--- src/hdl/logical_rect_pixel_projection_macros.svh ---
// assertion macros shared by the projection block
`ifndef LOGICAL_RECT_PIXEL_PROJECTION_MACROS_SVH
`define LOGICAL_RECT_PIXEL_PROJECTION_MACROS_SVH
`ifndef SYNTH
// same-cycle implication
`define LRPP_ASSERT_IMPL(lbl, clk, rstn, ante, cons, msg) \
  lbl: assert property (@(posedge clk) disable iff (!(rstn)) (ante) |-> (cons)) \
    else $error(msg);
// next-cycle implication
`define LRPP_ASSERT_NEXT(lbl, clk, rstn, ante, cons, msg) \
  lbl: assert property (@(posedge clk) disable iff (!(rstn)) (ante) |=> (cons)) \
    else $error(msg);
`else
`define LRPP_ASSERT_IMPL(lbl, clk, rstn, ante, cons, msg)
`define LRPP_ASSERT_NEXT(lbl, clk, rstn, ante, cons, msg)
`endif
`endif

--- src/hdl/lrpp_radius.sv ---
`default_nettype none
module lrpp_radius (
  input  wire logic        clk,
  input  wire logic [23:0] radius,
  input  wire logic [23:0] scale_x,
  input  wire logic [23:0] scale_y,
  output logic      [32:0] pr
);

  // stage a: smaller scale
  logic [23:0] rad_a_r;
  logic [23:0] smin_a_r;

  always_ff @(posedge clk) begin
    rad_a_r  <= radius;
    smin_a_r <= (scale_x < scale_y) ? scale_x : scale_y;
  end

  // stage b: radius product in Q.24
  logic [47:0] prod_b_r;

  always_ff @(posedge clk) begin
    prod_b_r <= rad_a_r * smin_a_r;
  end

  // stage c: round to Q25.8
  logic [48:0] rsum;
  logic [32:0] pr_c_r;

  assign rsum = {1'b0, prod_b_r} + 49'h0_0000_0000_8000;

  always_ff @(posedge clk) begin
    pr_c_r <= rsum[48:16];
  end

  // stages d and e: line up with the axis units
  logic [32:0] pr_d_r;
  logic [32:0] pr_e_r;

  always_ff @(posedge clk) begin
    pr_d_r <= pr_c_r;
    pr_e_r <= pr_d_r;
  end

  assign pr = pr_e_r;

endmodule
`default_nettype wire
--- config.mk ---
export PLATFORM = sky130hd
export DESIGN_NAME = lrpp_radius
export DESIGN_NICKNAME = d
export VERILOG_FILES = /design/src/hdl/logical_rect_pixel_projection_macros.svh /design/src/hdl/lrpp_radius.sv
export SDC_FILE = /design/constraint.sdc
export NUM_CORES = 2
export LEC_CHECK = 0
export ABC_AREA = 1
export BUFFER_PORTS_ARGS = -buffer_cell sky130_fd_sc_hd__buf_2
export CELL_PAD_IN_SITES_DETAIL_PLACEMENT = 0
export CELL_PAD_IN_SITES_GLOBAL_PLACEMENT = 1
export CORE_MARGIN = 2
export CORE_UTILIZATION = 44
export DETAILED_ROUTE_END_ITERATION = 8
export PLACE_DENSITY = 0.78
export SYNTH_ARGS = -nofsm -noshare
export SYNTH_HDL_FRONTEND = slang
export SYNTH_SLANG_ARGS = --single-unit
--- constraint.sdc ---
create_clock -name clk -period 6.41 [get_ports clk]
set_clock_uncertainty 0.05 [all_clocks]
set_input_delay 0.3205 -clock clk [delete_from_list [all_inputs] [get_ports clk]]
set_output_delay 0.3205 -clock clk [all_outputs]
set_load 0.02 [all_outputs]
# [Word-level counts from Yosys, hierarchy flattened]
# Index checks and enable logic that the tools add are counted.
[totals] mem_count=0 romBits=0 latchBits=0 ram_bits=0 regBits=195 output_inout_bits=33 input_bits=73 word_cells=10
[op_classes] n_mul=1 mux=1 n_bitwise=0 n_reduce_logical=0 eq_ne=0 magnitude_cmp=1 n_shift=0 n_div=0 add_sub_neg=1
[ops] cell="$add 48x16->49 const B" n=1
[ops] cell="$mul 24x24->48" n=1
[ops] cell="$lt 24x24->1" n=1
[ops] cell="$mux 24" n=1

# [Longest topological paths before layout]
[logic_depth] ltp_word=2 ltp_mapped=29 ltp_nobuf=28

# [Worst setup path before layout]
# Ideal clock, no wire load.
[synth_path] path_type="flip-flop to flip-flop" start="register smin_a_r[3]" end="register prod_b_r[37]" setup_ns=0.113 required_ns=6.247 arrival_time_ns=5.796 setup_slack_ns=0.452 path_stages_with_launch=27 synth_period_minus_slack_ns=5.958 cell_sequence="dfxtp_1 > clkbuf_1 > nand2_1 > fa_1 > inv_1 > fa_1 > inv_1 > fa_1 > inv_1 > fa_1 > inv_1 > fa_1 > inv_1 > fa_1 > inv_1 > fa_1 > inv_1 > ha_1 > nand2_1 > nor2_1 > inv_1 > nor2_1 > inv_1 > nor3b_1 > nand4_1 > nand4_1 > nand2_1"
[synth_between] elab_chain_cells=1
[synth_rtl] element="start, declared" line="lrpp_radius.sv:12" source="logic [23:0] smin_a_r;"
[synth_rtl] element="start signal, assigned" line="lrpp_radius.sv:16" source="smin_a_r <= (scale_x < scale_y) ? scale_x : scale_y;"
[synth_rtl] element="$mul 24x24->48" line="lrpp_radius.sv:23" source="prod_b_r <= rad_a_r * smin_a_r;"
[synth_rtl] element="end signal, assigned" line="lrpp_radius.sv:23"
[synth_rtl] element="end, declared" line="lrpp_radius.sv:20" source="logic [47:0] prod_b_r;"
# Every way passes these cells.

# [Worst setup path after layout]
[layout_path] start="register rad_a_r[20]" end="register prod_b_r[44]"
[layout_between] elab_chain_cells=1
[layout_rtl] element="start, declared" line="lrpp_radius.sv:11" source="logic [23:0] rad_a_r;"
[layout_rtl] element="start signal, assigned" line="lrpp_radius.sv:15" source="rad_a_r <= radius;"
[layout_rtl] element="$mul 24x24->48" line="lrpp_radius.sv:23"
# Every way passes these cells.

==> metrics.cfg <==
[final_layout]
area_delta_synth_final_pct=16.5
fillers=5470
seqCellArea_sq_um=3680
layout_common_cells=957 x inv_1, 824 x nand2_1, 480 x fa_1
layout-drive-gt1-share=0.121
layout.cells.non_filler=4183
multi_input_area_sq_um=17800
antenna_cells=0
layout.nets=4162
final_common_cell=inv_1

[sta]
fin_setup_tns_ns=0
period_minus_slack_ns=6.16
final_max_slew_viol_count=0
clock.fmax_mhz=162
relSlewSlack=0.411
rsz0062_at_grt=true
fin_crit_sh=0.960
fin_ws_ns=0.255
finalHoldViolations=0
tightestPinTransition_ns=0.884
finalSetupViolCount=0

[setup_path]
crit_arrival_ns=6.48
r2r-end=prod_b_r[44]
worstPathRequired_ns=6.74
crit_buf_inv=8
critPathSlowestCell=fa_1
critPathMaxFanout=12
end_kind=register
r2r_cells=23
path_delay_family=adder cells
r2r_slack_ns=0.25
crit_path_start=rad_a_r[20]
r2r_start=rad_a_r[20]
path_class=reg2reg
startpoint_type=register
crit_cells=23
max_stage_delay_ns=0.55
crit_chain=buf_12, nand2_1, fa_1, inv_1, fa_1, inv_1, fa_1, inv_1, fa_1, fa_1, fa_1, inv_1, fa_1, inv_1, ha_1, buf_4, nand2_1, nor2_1, inv_1, nor3_1, nand3_1, nand3_1, nand2_1
cpMostUsedCell=fa_1

[die]
core_region_area_sq_um=56400
pin_count=106
rows=87
die_area_sq_um=59000
die_width_um=243
initial_core_util=0.445
die_h_um=243

[synth]
netlist_area_sq_um=25100
yosysTopAreaCellShare=0.384
synth_cell_types=36
synth-seq-cells=180
synthTopCellsByArea=fa_1 38%, dfxtp_1 14%, inv_1 14%
synth_warnings=0
syn-num-nets=3911
synthCells=3163
yosysTopAreaCell=fa_1
ys_seq_area_frac=0.144
syn_avg_cell_area_sq_um=7.94

[min_path]
hold_start=scale_x[1]
min_path_type=in2reg
min_path_cells=3
hold_end=smin_a_r[1]

[run_status]
status=complete, no violations

[clock_tree]
clk_path_buf_depth=2
cts_tree=done
clk-insertion-delay-late_ns=0.48
cts.sinks=180
clk_pin_slew_ns=0.09
htree_levels=4
cts_root_buf=clkbuf_16
cts_buffers=17

[job]
max_cap_violations=0

[routing]
drt_iter0_drc=1137
viasPerCell=4.79
wirelength_mm=66.9
firstDrtPassIters=5
route.vias.total=20000
antenna_left=0
avgRoutedWirePerCell_um=16.0
drc=0

[place]
gp_congestion=0.880
port_buffers=105
dpl.hpwl_mm=56.8
placedCellCount=4095
dp_slack_ns=-0.245

[grt]
grt_usage=0.238
grt-ovfl-total=0
antenna_found_initial=1
grt_pass1_vias=21600
grt_first_pass_wirelength_mm=111
grt_max_degree=26

## logic make-up (layout without fill, tap and decap cells)
group	Yosys count	in the layout	share of synthesized area
compound gates	141	141	0.0306
xor+xnor	56	56	0.0195
simple gates	1051	1051	0.168
fa+ha+maj	675	675	0.480
buf+inv	1060	1324	0.159
flops	180	180	0.144
## synth_stat cells
library cell	instances
a21boi_0	2
xor2_1	38
and2_1	1
nand2_4	1
o21a_1	9
nand2_1	827
inv_1	958
nand4_2	1
a21o_1	3
nand3_1	62
nor4_1	2
buf_2	1
nor3b_1	1
o21ai_0	40
nand3b_1	1
o21bai_1	6
clkbuf_1	101
xnor2_1	18
and3_1	1
nor2_1	104
nand2_2	4
nor4_2	1
a31oi_1	3
nor2_4	3
a21oi_1	75
dfxtp_1	180
o21ai_1	1
o21bai_2	1
o311ai_0	1
ha_1	194
nand3_2	3
nand4_1	18
nor2_2	6
nor3_1	14
fa_1	481
nor3_4	1
## final cells by class
class | instances | area share
clock buffer | 17 | 0.0145
clock inverter | 15 | 0.00740
multi-input combinational | 1923 | 0.607
sequential | 180 | 0.126
timing repair buffer | 334 | 0.0899
inverter | 958 | 0.123
tap | 756 | 0.0323
## per-stage QoR
stage | hold slack (ns) | util | area [sq um]
finish | 0.0346 | 0.519 | 29300
global route | 0.0249 | 0.519 | 29300
CTS | 0.000513 | 0.511 | 28800
detailed placement | 0.262 | 0.490 | 27700
global placement | 0.261 | 0.490 | 27700
floorplan | 0.260 | - | 25100
## registers in the layout, summed over array words and instances (netlist names)
name / cells
pr: 33
pr_c_r: 33
pr_d_r: 33
prod_b_r: 33
rad_a_r: 24
smin_a_r: 24
## tightest hold or removal path, cell delays in order
cell and delay, ns:
buf_2 0.10, nand3_1 0.07, nand2_1 0.06
## timing repair
action                                  CTS  global route
endpoints found under the setup margin   18            23
gates cloned                              0             4
gates resized for setup                  23            96
endpoints found under the hold margin    46             0
hold buffers                             49             0
buffers inserted                          0             3
pin swaps                                 0             4
## per-layer routing
metal  up-vias  wire length [um]  global-route usage
li1       9449                 -                   -
met1      9954             29700               0.324
met2       533             32300               0.405
met3        83              3720              0.0305
met4         0              1240              0.0579
met5         -                 0                   0
## worst max-delay path by stage
stage                    to  slack, ns
4_1_cts        prod_b_r[40]      0.006
3_5_place_dp   prod_b_r[46]      -0.24
2_1_floorplan  prod_b_r[37]       0.45
5_1_grt        prod_b_r[46]      -0.01
6_report       prod_b_r[44]       0.25
3_3_place_gp   prod_b_r[46]      -0.24
Power is not shown: default switching activity piles up to over one toggle a cycle in this logic, so the estimate is an artifact.
